==> config.mk <==
export PLATFORM = sky130hd
export DESIGN_NAME = motion_alarm_delay_fsm
export DESIGN_NICKNAME = d
export VERILOG_FILES = /design/src/sv/mad_pkg.sv /design/src/sv/mad_timer.sv /design/src/sv/motion_alarm_delay_fsm.sv
export SDC_FILE = /design/constraint.sdc
export NUM_CORES = 1
export LEC_CHECK = 0
export BUFFER_PORTS_ARGS = -buffer_cell sky130_fd_sc_hd__buf_4
export CORE_ASPECT_RATIO = 0.6
export CORE_MARGIN = 1.5
export CORE_UTILIZATION = 63
export CTS_BUF_LIST = sky130_fd_sc_hd__clkbuf_4 sky130_fd_sc_hd__clkbuf_8 sky130_fd_sc_hd__clkbuf_16
export CTS_CLUSTER_DIAMETER = 40
export DETAILED_ROUTE_END_ITERATION = 16
export PLACE_DENSITY = 0.82
export SETUP_SLACK_MARGIN = 0.1
export SLEW_MARGIN = 30
export SYNTH_ARGS = -nofsm -noshare
export SYNTH_HDL_FRONTEND = slang
export SYNTH_SLANG_ARGS = --single-unit
==> constraint.sdc <==
create_clock -name clk -period 5.45 [get_ports clk]
set_input_delay 0.545 -clock clk [delete_from_list [all_inputs] [get_ports clk]]
set_output_delay 0.545 -clock clk [all_outputs]
set_load 0.01 [all_outputs]
==> src/sv/mad_pkg.sv <==
// Package for the motion alarm controller: mode, command and timer codes,
// register indexes and the period helpers.
// No dependencies; every other file imports it.
package mad_pkg;

    // Field widths
    localparam int CMD_W    = 3;
    localparam int PIN_W    = 4;
    localparam int MODE_W   = 2;
    localparam int OMODE_W  = 3;
    localparam int SEC_W    = 8;
    localparam int COUNT_W  = 18;
    localparam int IDX_W    = 2;
    localparam int CFG_W    = 8;
    localparam int S_DATA_W = 8;
    localparam int M_DATA_W = 8;

    localparam int MS_PER_SECOND = 1000;

    // Operating modes of an initialized block
    typedef enum logic [MODE_W-1:0] {
        MODE_INACTIVE = 2'd0,
        MODE_ACTIVE   = 2'd1,
        MODE_DELAYED  = 2'd2,
        MODE_ALARMED  = 2'd3
    } mode_t;

    // Reported mode while not initialized
    localparam logic [OMODE_W-1:0] OMODE_UNINIT = 3'd4;

    // Input commands
    typedef enum logic [CMD_W-1:0] {
        CMD_TICK    = 3'd0,
        CMD_PIN     = 3'd1,
        CMD_ENABLE  = 3'd2,
        CMD_DISABLE = 3'd3,
        CMD_INIT    = 3'd4,
        CMD_DESTROY = 3'd5
    } cmd_t;

    // Configuration register indexes
    localparam logic [IDX_W-1:0] CFG_WATCHED_PIN = 2'd0;
    localparam logic [IDX_W-1:0] CFG_START_MODE  = 2'd1;
    localparam logic [IDX_W-1:0] CFG_DELAY_SEC   = 2'd2;
    localparam logic [IDX_W-1:0] CFG_ALARM_SEC   = 2'd3;

    // Countdown timer operations
    typedef enum logic [2:0] {
        TMR_HOLD,
        TMR_START,
        TMR_DEC,
        TMR_STOP,
        TMR_STOP_CLEAR
    } timer_op_t;

    typedef struct packed {
        timer_op_t          op;
        logic [COUNT_W-1:0] value;
    } timer_ctrl_t;

    typedef struct packed {
        logic running;
        logic expire;
    } timer_stat_t;

    // Entry delay in ms: (seconds + 1) * 1000
    function automatic logic [COUNT_W-1:0] delay_period(input logic [SEC_W-1:0] sec);
        logic [COUNT_W-1:0] ext;
        begin
            ext = COUNT_W'(sec) + COUNT_W'(1);
            return ext * COUNT_W'(MS_PER_SECOND);
        end
    endfunction

    // Alarm duration in ms: seconds * 1000
    function automatic logic [COUNT_W-1:0] alarm_period(input logic [SEC_W-1:0] sec);
        logic [COUNT_W-1:0] ext;
        begin
            ext = COUNT_W'(sec);
            return ext * COUNT_W'(MS_PER_SECOND);
        end
    endfunction

endpackage

==> src/sv/mad_timer.sv <==
// Millisecond countdown timer of the motion alarm controller.
// Depends on mad_pkg for the control and status structs.
module mad_timer
(
    input  logic                 clk,
    input  logic                 rst_n,
    input  mad_pkg::timer_ctrl_t ctrl,
    output mad_pkg::timer_stat_t stat
);
    import mad_pkg::*;

    logic               running_reg;
    logic               running_next;
    logic [COUNT_W-1:0] count_reg;
    logic [COUNT_W-1:0] count_next;

    // Apply the requested operation
    always_comb
    begin
        running_next = running_reg;
        count_next   = count_reg;
        unique case (ctrl.op)
            TMR_HOLD:
            begin
            end
            TMR_START:
            begin
                running_next = 1'b1;
                count_next   = ctrl.value;
            end
            TMR_DEC:
            begin
                count_next = count_reg - COUNT_W'(1);
            end
            TMR_STOP:
            begin
                running_next = 1'b0;
            end
            TMR_STOP_CLEAR:
            begin
                running_next = 1'b0;
                count_next   = '0;
            end
            default:
            begin
            end
        endcase
    end

    always_ff @(posedge clk or negedge rst_n)
    begin
        if (!rst_n)
        begin
            running_reg <= 1'b0;
            count_reg   <= '0;
        end
        else
        begin
            running_reg <= running_next;
            count_reg   <= count_next;
        end
    end

    // Expire on the tick that finds the count at zero or one
    assign stat.running = running_reg;
    assign stat.expire  = running_reg && (count_reg <= COUNT_W'(1));

endmodule

==> src/sv/motion_alarm_delay_fsm.sv <==
// An accepted input item goes into the input register, and then its result into the result register.
// Throughput: one item per cycle while the result side does not stall; the input register and the result register
// form a two-stage pipe, and the mode update fits in the cycle between them.
// Reset: mode uninitialized, timer stopped, remembered level low, configuration registers 0.
// Configuration writes are taken at any time and apply to the items that advance after them.
module motion_alarm_delay_fsm
(
    input  logic                          clk,
    input  logic                          rst_n,
    // each configuration register takes the low bits of cfg_data
    input  logic                          cfg_valid,
    output logic                          cfg_ready,
    input  logic [mad_pkg::IDX_W-1:0]     cfg_index,
    input  logic [mad_pkg::CFG_W-1:0]     cfg_data,
    input  logic                          s_tvalid,
    output logic                          s_tready,
    input  logic [mad_pkg::S_DATA_W-1:0]  s_tdata,  // cmd[2:0], event_pin[6:3], pin_level[7]
    output logic                          m_tvalid,
    input  logic                          m_tready,
    output logic [mad_pkg::M_DATA_W-1:0]  m_tdata   // mode[2:0], alarm_raised[3], error[4], 0[7:5]
);
    import mad_pkg::*;

    // Configuration registers
    logic [PIN_W-1:0]   watched_pin_reg;
    logic [MODE_W-1:0]  start_mode_reg;
    logic [SEC_W-1:0]   delay_seconds_reg;
    logic [SEC_W-1:0]   alarm_seconds_reg;

    // Input stage
    logic               in_valid_reg;
    cmd_t               in_cmd_reg;
    logic [PIN_W-1:0]   in_pin_reg;
    logic               in_level_reg;

    // Controller state
    logic               init_reg;
    logic               init_next;
    mode_t              mode_reg;
    mode_t              mode_next;
    logic               level_reg;
    logic               level_next;

    // Result stage
    logic               out_valid_reg;
    logic [OMODE_W-1:0] out_mode_reg;
    logic               out_raised_reg;
    logic               out_error_reg;

    logic               advance;
    logic               raised;
    logic               err;
    timer_ctrl_t        tctrl;
    timer_stat_t        tstat;

    assign cfg_ready = 1'b1;
    assign advance   = in_valid_reg && (!out_valid_reg || m_tready);
    assign s_tready  = !in_valid_reg || advance;

    // Write configuration registers
    always_ff @(posedge clk or negedge rst_n)
    begin
        if (!rst_n)
        begin
            watched_pin_reg   <= '0;
            start_mode_reg    <= '0;
            delay_seconds_reg <= '0;
            alarm_seconds_reg <= '0;
        end
        else if (cfg_valid)
        begin
            unique case (cfg_index)
                CFG_WATCHED_PIN: watched_pin_reg   <= cfg_data[PIN_W-1:0];
                CFG_START_MODE:  start_mode_reg    <= cfg_data[MODE_W-1:0];
                CFG_DELAY_SEC:   delay_seconds_reg <= cfg_data[SEC_W-1:0];
                CFG_ALARM_SEC:   alarm_seconds_reg <= cfg_data[SEC_W-1:0];
                default:
                begin
                end
            endcase
        end
    end

    // Capture the input item
    always_ff @(posedge clk or negedge rst_n)
    begin
        if (!rst_n)
        begin
            in_valid_reg <= 1'b0;
        end
        else if (s_tready)
        begin
            in_valid_reg <= s_tvalid;
        end
    end

    always_ff @(posedge clk)
    begin
        if (s_tready && s_tvalid)
        begin
            in_cmd_reg   <= cmd_t'(s_tdata[2:0]);
            in_pin_reg   <= s_tdata[6:3];
            in_level_reg <= s_tdata[7];
        end
    end

    // Countdown timer
    mad_timer u_timer
    (
        .clk   (clk),
        .rst_n (rst_n),
        .ctrl  (tctrl),
        .stat  (tstat)
    );

    // Mode state register
    always_ff @(posedge clk or negedge rst_n)
    begin
        if (!rst_n)
        begin
            init_reg  <= 1'b0;
            mode_reg  <= MODE_INACTIVE;
            level_reg <= 1'b0;
        end
        else
        begin
            init_reg  <= init_next;
            mode_reg  <= mode_next;
            level_reg <= level_next;
        end
    end

    // Next mode, timer operation and result flags for the staged item
    always_comb
    begin
        init_next   = init_reg;
        mode_next   = mode_reg;
        level_next  = level_reg;
        raised      = 1'b0;
        err         = 1'b0;
        tctrl.op    = TMR_HOLD;
        tctrl.value = delay_period(delay_seconds_reg);
        if (advance)
        begin
            unique case (in_cmd_reg)
                CMD_TICK:
                begin
                    if (init_reg && tstat.running)
                    begin
                        if (!tstat.expire)
                        begin
                            tctrl.op = TMR_DEC;
                        end
                        else if (mode_reg == MODE_DELAYED)
                        begin
                            mode_next   = MODE_ALARMED;
                            raised      = 1'b1;
                            tctrl.op    = TMR_START;
                            tctrl.value = alarm_period(alarm_seconds_reg);
                        end
                        else if (mode_reg == MODE_ALARMED)
                        begin
                            tctrl.op   = TMR_STOP_CLEAR;
                            level_next = in_level_reg;
                            mode_next  = MODE_ACTIVE;
                        end
                        else
                        begin
                            tctrl.op = TMR_STOP_CLEAR;
                        end
                    end
                end
                CMD_PIN:
                begin
                    if (init_reg && (in_pin_reg == watched_pin_reg) &&
                        (mode_reg == MODE_ACTIVE || mode_reg == MODE_DELAYED))
                    begin
                        level_next = in_level_reg;
                        if (!level_reg)
                        begin
                            tctrl.op  = TMR_START;
                            mode_next = MODE_DELAYED;
                        end
                        else
                        begin
                            tctrl.op  = TMR_STOP;
                            mode_next = MODE_ACTIVE;
                        end
                    end
                end
                CMD_ENABLE:
                begin
                    if (!init_reg)
                        err = 1'b1;
                    else
                        mode_next = MODE_ACTIVE;
                end
                CMD_DISABLE:
                begin
                    if (!init_reg)
                    begin
                        err = 1'b1;
                    end
                    else
                    begin
                        mode_next = MODE_INACTIVE;
                        tctrl.op  = TMR_STOP;
                    end
                end
                CMD_INIT:
                begin
                    if (init_reg)
                    begin
                        err = 1'b1;
                    end
                    else
                    begin
                        init_next  = 1'b1;
                        level_next = 1'b0;
                        mode_next  = mode_t'(start_mode_reg);
                    end
                end
                CMD_DESTROY:
                begin
                    if (!init_reg)
                    begin
                        err = 1'b1;
                    end
                    else
                    begin
                        mode_next = MODE_INACTIVE;
                        tctrl.op  = TMR_STOP;
                        init_next = 1'b0;
                    end
                end
                default:
                begin
                end
            endcase
        end
    end

    // Hold the result until taken
    always_ff @(posedge clk or negedge rst_n)
    begin
        if (!rst_n)
        begin
            out_valid_reg <= 1'b0;
        end
        else if (advance)
        begin
            out_valid_reg <= 1'b1;
        end
        else if (m_tready)
        begin
            out_valid_reg <= 1'b0;
        end
    end

    always_ff @(posedge clk)
    begin
        if (advance)
        begin
            out_mode_reg   <= init_next ? {1'b0, mode_next} : OMODE_UNINIT;
            out_raised_reg <= raised;
            out_error_reg  <= err;
        end
    end

    assign m_tvalid = out_valid_reg;
    assign m_tdata  = {3'b000, out_error_reg, out_raised_reg, out_mode_reg};

endmodule

# After elaboration in Yosys (flattened, before gate mapping)
# Cells that the tools add are included.
dict set report classes {
  mul 2
  add_sub_neg 2
  n_reduce_logical 26
  n_lt_le_gt_ge 1
  n_mux 40
  eq_ne 22
}
# cell n
set ops {}
lappend ops {{$mux 18} 3}
lappend ops {{$pmux 18 s3} 1}
lappend ops {{$mux 21} 2}
lappend ops {{$mux 2} 12}
lappend ops {{$le 18x1->1 const B} 1}
lappend ops {{$sub 18x1->18 const B} 1}
lappend ops {{$mul 8x7->15 const B} 1}
lappend ops {{$mul 9x7->15 const B} 1}
lappend ops {{$eq 3x2->1 const B} 4}
lappend ops {{$mux 1} 12}
lappend ops {{$mux 3} 4}
lappend ops {{$ne 2x2->1 const B} 6}
lappend ops {{$pmux 2 s5} 1}
lappend ops {{$add 8x1->9 const B} 1}
lappend ops {{$eq 3x3->1 const B} 3}
lappend ops {{$pmux 3 s3} 1}
lappend ops {{$eq 2x2->1 const B} 4}
lappend ops {{$reduce_and 2->1} 4}
lappend ops {{$reduce_and 8->1} 1}
lappend ops {{$eq 3x1->1 const B} 2}
lappend ops {{$logic_and 1x1->1} 6}
lappend ops {{$pmux 1 s2} 3}
lappend ops {{$reduce_bool 3->1} 2}
lappend ops {{$eq 2x1->1 const B} 2}
lappend ops {{10 further kinds} 15}
dict set report word_totals {
  wordCells 111
  ff_bits 60
}

# Longest topological paths before layout
dict set report depth {
  word_depth 10
  mapped_depth 21
  ltp_nobuf 20
}

# Cells and area by module
# A second synthesis with hierarchy kept.
dict set report unflattened {
  cells_unflattened 687
  hier_area_um2 6498.7
}
# module area_per_inst_um2 cells_per_inst seq_area_each_um2 instances
set by_module_without_submodules {}
lappend by_module_without_submodules {motion_alarm_delay_fsm 5104.9 513 1091.0 1}
lappend by_module_without_submodules {mad_timer 1393.8 174 475.5 1}

# Worst setup path before layout
# OpenSTA, ideal clock, no wires.
dict set report synth_path {
  path_type {register to register}
  start {reg delay_seconds_reg[0]}
  end {reg u_timer.count_reg[16]}
  t_required_ns 5.326
  slack_ns 0.429
  stages_incl_launch_ff 21
  path_buffers 1
  setup_ns 0.124
  arrival_ns 4.897
  path_cell_list {dfrtp_1 -> clkbuf_1 -> nand3_1 -> xnor2_1 -> inv_1 -> fa_1 -> fa_1 -> inv_1 -> fa_1 -> inv_1 -> fa_1 -> inv_1 -> ha_1 -> nand3_1 -> o211ai_1 -> o41ai_1 -> o21ai_0 -> xor2_1 -> mux2i_1 -> nor2_1 -> a211o_1}
}
dict set report synth_via {
  elab_chain_cells 8
}
# item line_no
set synth_rtl {}
lappend synth_rtl {{start, declared} motion_alarm_delay_fsm.sv:27} ;# logic [SEC_W-1:0] delay_seconds_reg;
lappend synth_rtl {{start signal, assigned} motion_alarm_delay_fsm.sv:75} ;# CFG_DELAY_SEC: delay_seconds_reg <= cfg_data[SEC_W-1:0];
lappend synth_rtl {{$add 8x1->9 *} mad_pkg.sv:70} ;# ext = COUNT_W'(sec) + COUNT_W'(1);
lappend synth_rtl {{$mul 9x7->15 *} mad_pkg.sv:71} ;# return ext * COUNT_W'(MS_PER_SECOND);
lappend synth_rtl {{$mux 18} motion_alarm_delay_fsm.sv:154} ;# else if (mode_reg == MODE_DELAYED)
lappend synth_rtl {{$mux 18} motion_alarm_delay_fsm.sv:150} ;# if (!tstat.expire)
lappend synth_rtl {{$mux 21} motion_alarm_delay_fsm.sv:148} ;# if (init_reg && tstat.running)
lappend synth_rtl {{$mux 18} motion_alarm_delay_fsm.sv:145} ;# unique case (in_cmd_reg)
lappend synth_rtl {{$mux 21 *} motion_alarm_delay_fsm.sv:143} ;# if (advance)
lappend synth_rtl {{$pmux 18 s3 *} mad_timer.sv:22} ;# unique case (ctrl.op)
lappend synth_rtl {{end signal, assigned} mad_timer.sv:60} ;# count_reg <= count_next;
lappend synth_rtl {{end, declared} mad_timer.sv:14} ;# logic [COUNT_W-1:0] count_reg;
# Every way passes the cells marked *; elsewhere a longest branch is shown, timed or not.
# A chain may end at the register's enable or synchronous reset.

# Worst setup path after layout
dict set report layout_path {
  start {reg delay_seconds_reg[0]}
  end {reg u_timer.count_reg[17]}
}
# Same word-level chain as after synthesis.

==> metrics.cfg <==
[global_routing]
antenna_found_initial = 1
grt_overflow = 0
grt_pass1_wl_microns = 23230
grt_pass1_vias = 4695
grt_max_degree = 48
track_usage = 0.2861

[routing]
drc_errors = 0
detail-route-antenna-nets = 0
wl_microns = 14360
drt_iter0_drc = 450
wire_per_inst_microns = 17.43
vias = 4881
drt_first_pass_iters = 5
viasPerCell = 5.924

[worst_setup_path]
cp.arrival_ps = 5260
worst-path-max-fanout = 9
crit_family = adder cells
startpoint = delay_seconds_reg[0]$_DFFE_PN0P_
critPathKind = reg2reg
crit_path_frequent_cell = inv_1
worstPathCellList = ha_2 -> nand3_1 -> xnor2_2 -> xnor2_1 -> inv_1 -> fa_1 -> inv_1 -> fa_1 -> inv_1 -> fa_1 -> inv_1 -> ha_1 -> or3_1 -> o21ai_0 -> o31ai_1 -> o41ai_2 -> xnor2_1 -> nor2_1 -> a21oi_1 -> o21ai_0
reg2reg_from = delay_seconds_reg[0]$_DFFE_PN0P_
worstSetupEndpointType = flip-flop
required_ps = 5650
cp_slowest_cell = fa_1
start_kind = flip-flop
critPathBufInv = 4
reg2reg_to = u_timer.count_reg[17]$_DFFE_PN0P_
rrSetupSlack_ps = 390
cp.depth = 20
crit_path_end = u_timer.count_reg[17]$_DFFE_PN0P_
slowest_delay_ps = 540
reg2regPathDepth = 20

[placed_design]
placement.io_buffers = 29
dp_hpwl_microns = 11430
pre_cts_slack_ps = 107.5
gp_congestion = 0.9346

[synth]
syn_avg_cell_area_sq_um = 9.570
synthCells = 658
synth_most_common_cell = inv_1
synth_area_leader_cell = dfrtp_1
synthFlopType = dfrtp_1
netlist_top_cells_area = dfrtp_1, ha_1, fa_1, edfxtp_1, inv_1
ys_ff_latch = 60
syn_area_sq_mm = 0.006297
synth_edf_count = 13
synthTopCellsByCount = inv_1, ha_1, dfrtp_1, nor2_1, fa_1
synth_top_area_frac = 0.1868
synth_cell_type_count = 63
synth_seq_area_share = 0.2488
ys_async_sr_fraction = 0.7833
yosysWarningCount = 0

[job]
cap_viol_max_count = 0

[timing]
whs_ps = 212.4
slew_violations = 0
setup_tns_ps = 0
worst_slew_pin_slew_ps = 826.8
hold_viol_final = 0
grt_setup_unrepaired = false
fin_crit_sh = 0.9288
finClkSkew_ps = 7.577
max_slew_margin = 0.4446
finalCriticalPeriod_ps = 5062
setup_violations = 0
final.setup.worst_slack_ps = 388.2
fmax_ghz = 0.1976

[outcome]
status = finished clean

[clocking]
clkTransAtPathRegs_ps = 60
clk_path_buf_depth = 2
cts_made_buffers = 9
htreeDepth = 3
ctsHoldBuffers = 0
cts_sinks = 60
cts_tree = built
cts_root_buf = clkbuf_16
clk_latency_ps = 340

[finish]
multiInputGateArea_sq_mm = 0.004255
finish.utilization = 0.7053
drive_above_1_share = 0.1379
regArea_sq_mm = 0.001568
fillerInstances = 700
layout.nets = 829
area_delta_synth_final_pct = 9.477
largest_reg_flops = 18
num_antenna_cells = 0

[die]
die_area_sq_mm = 0.01062
die-height_microns = 80.45
io_pins = 34
fp.coreArea_sq_mm = 0.009774
rows = 28
die_x_microns = 132.1
initial_core_util = 0.6443

[hold_path]
holdCritPathClass = in2async

==> final cells by class <==
type                            count  area share
Clock inverter                      7    0.008348
Clock buffer                        9     0.03267
Inverter                           95     0.05172
Sequential cell                    60      0.2274
Timing Repair Buffer               35     0.03811
Multi-Input combinational cell    483      0.6172
Tap cell                          135     0.02450
==> placed cells by master, fill, tap and decap left out, types with 3 or more instances in the layout <==
cell type and n:
a211oi_1 5, a21o_1 3, a21oi_1 27, a22o_1 8, a31oi_1 3, and2_1 5, and3_1 3, buf_4 35
clkbuf_16 9, clkinvlp_4 3, conb_1 4, dfrtp_1 46, edfxtp_1 13, fa_1 43, ha_1 78, inv_1 95
inv_6 4, mux2_2 22, mux2i_1 5, nand2_1 27, nand2b_1 8, nand3_1 21, nand3b_1 3, nor2_1 46
nor2b_1 6, nor3_1 16, o211ai_1 9, o21a_1 4, o21ai_0 31, o21ai_1 3, o22ai_1 10, or2_2 4
or3_1 5, or4_1 3, xnor2_1 27, xor2_1 16
==> routing by layer <==
metal | track usage | up-vias | wire length, microns
li1 | - | 2299 | -
met1 | 0.3897 | 2358 | 6555
met2 | 0.4419 | 193 | 6353
met3 | 0.08712 | 31 | 1197
met4 | 0.08444 | 0 | 255
met5 | 0 | - | 0
==> kinds of logic after synthesis <==
kind of cell / after synthesis / synth area share
simple gates: 163 / 0.1377
fa+ha+maj: 122 / 0.2937
compound gates: 122 / 0.1252
buf+inv: 117 / 0.08365
flops: 60 / 0.2488
xor+xnor: 45 / 0.06259
mux: 27 / 0.04729
other cells: 2 / 0.001193
==> repair_timing <==
item / in CTS / in global routing
resized for setup: 1 / 5
buffers inserted: 0 / 1
pin swaps: 0 / 1
setup endpoints to repair: 2 / 5
==> worst register-to-register path: cells and delay by family (launching register included) <==
| kind | cells | cell delay, ps |
|---|---|---|
| AO/OA/AOI/OAI | 5 | 760 |
| adder cells (fa/ha/maj) | 5 | 2150 |
| flip-flops | 1 | 470 |
| XOR/XNOR | 3 | 700 |
| AND/OR/NAND/NOR | 3 | 590 |
| buffers and inverters | 4 | 260 |
==> worst min path at each step <==
stage | endpoint | slack [ps] | cells after the start
finish | u_timer.count_reg[11]$_DFFE_PN0P_ | 210 | 1
global route | u_timer.count_reg[3]$_DFFE_PN0P_ | 260 | 1
CTS | u_timer.count_reg[3]$_DFFE_PN0P_ | 240 | 1
detailed placement | u_timer.count_reg[10]$_DFFE_PN0P_ | 500 | 1
global placement | u_timer.count_reg[10]$_DFFE_PN0P_ | 480 | 1
floorplan | alarm_seconds_reg[0]$_DFFE_PN0P_ | 250 | 0
==> stage by stage <==
step	cell area [sq um]	std cells
after CTS	6849	823
after detailed placement	6559	807
after floorplan	6305	660
final	6894	824
after global routing	6894	824
after global placement	6559	807
Power is not shown: default switching activity piles up to over one toggle a cycle in this logic, so the estimate is an artifact.
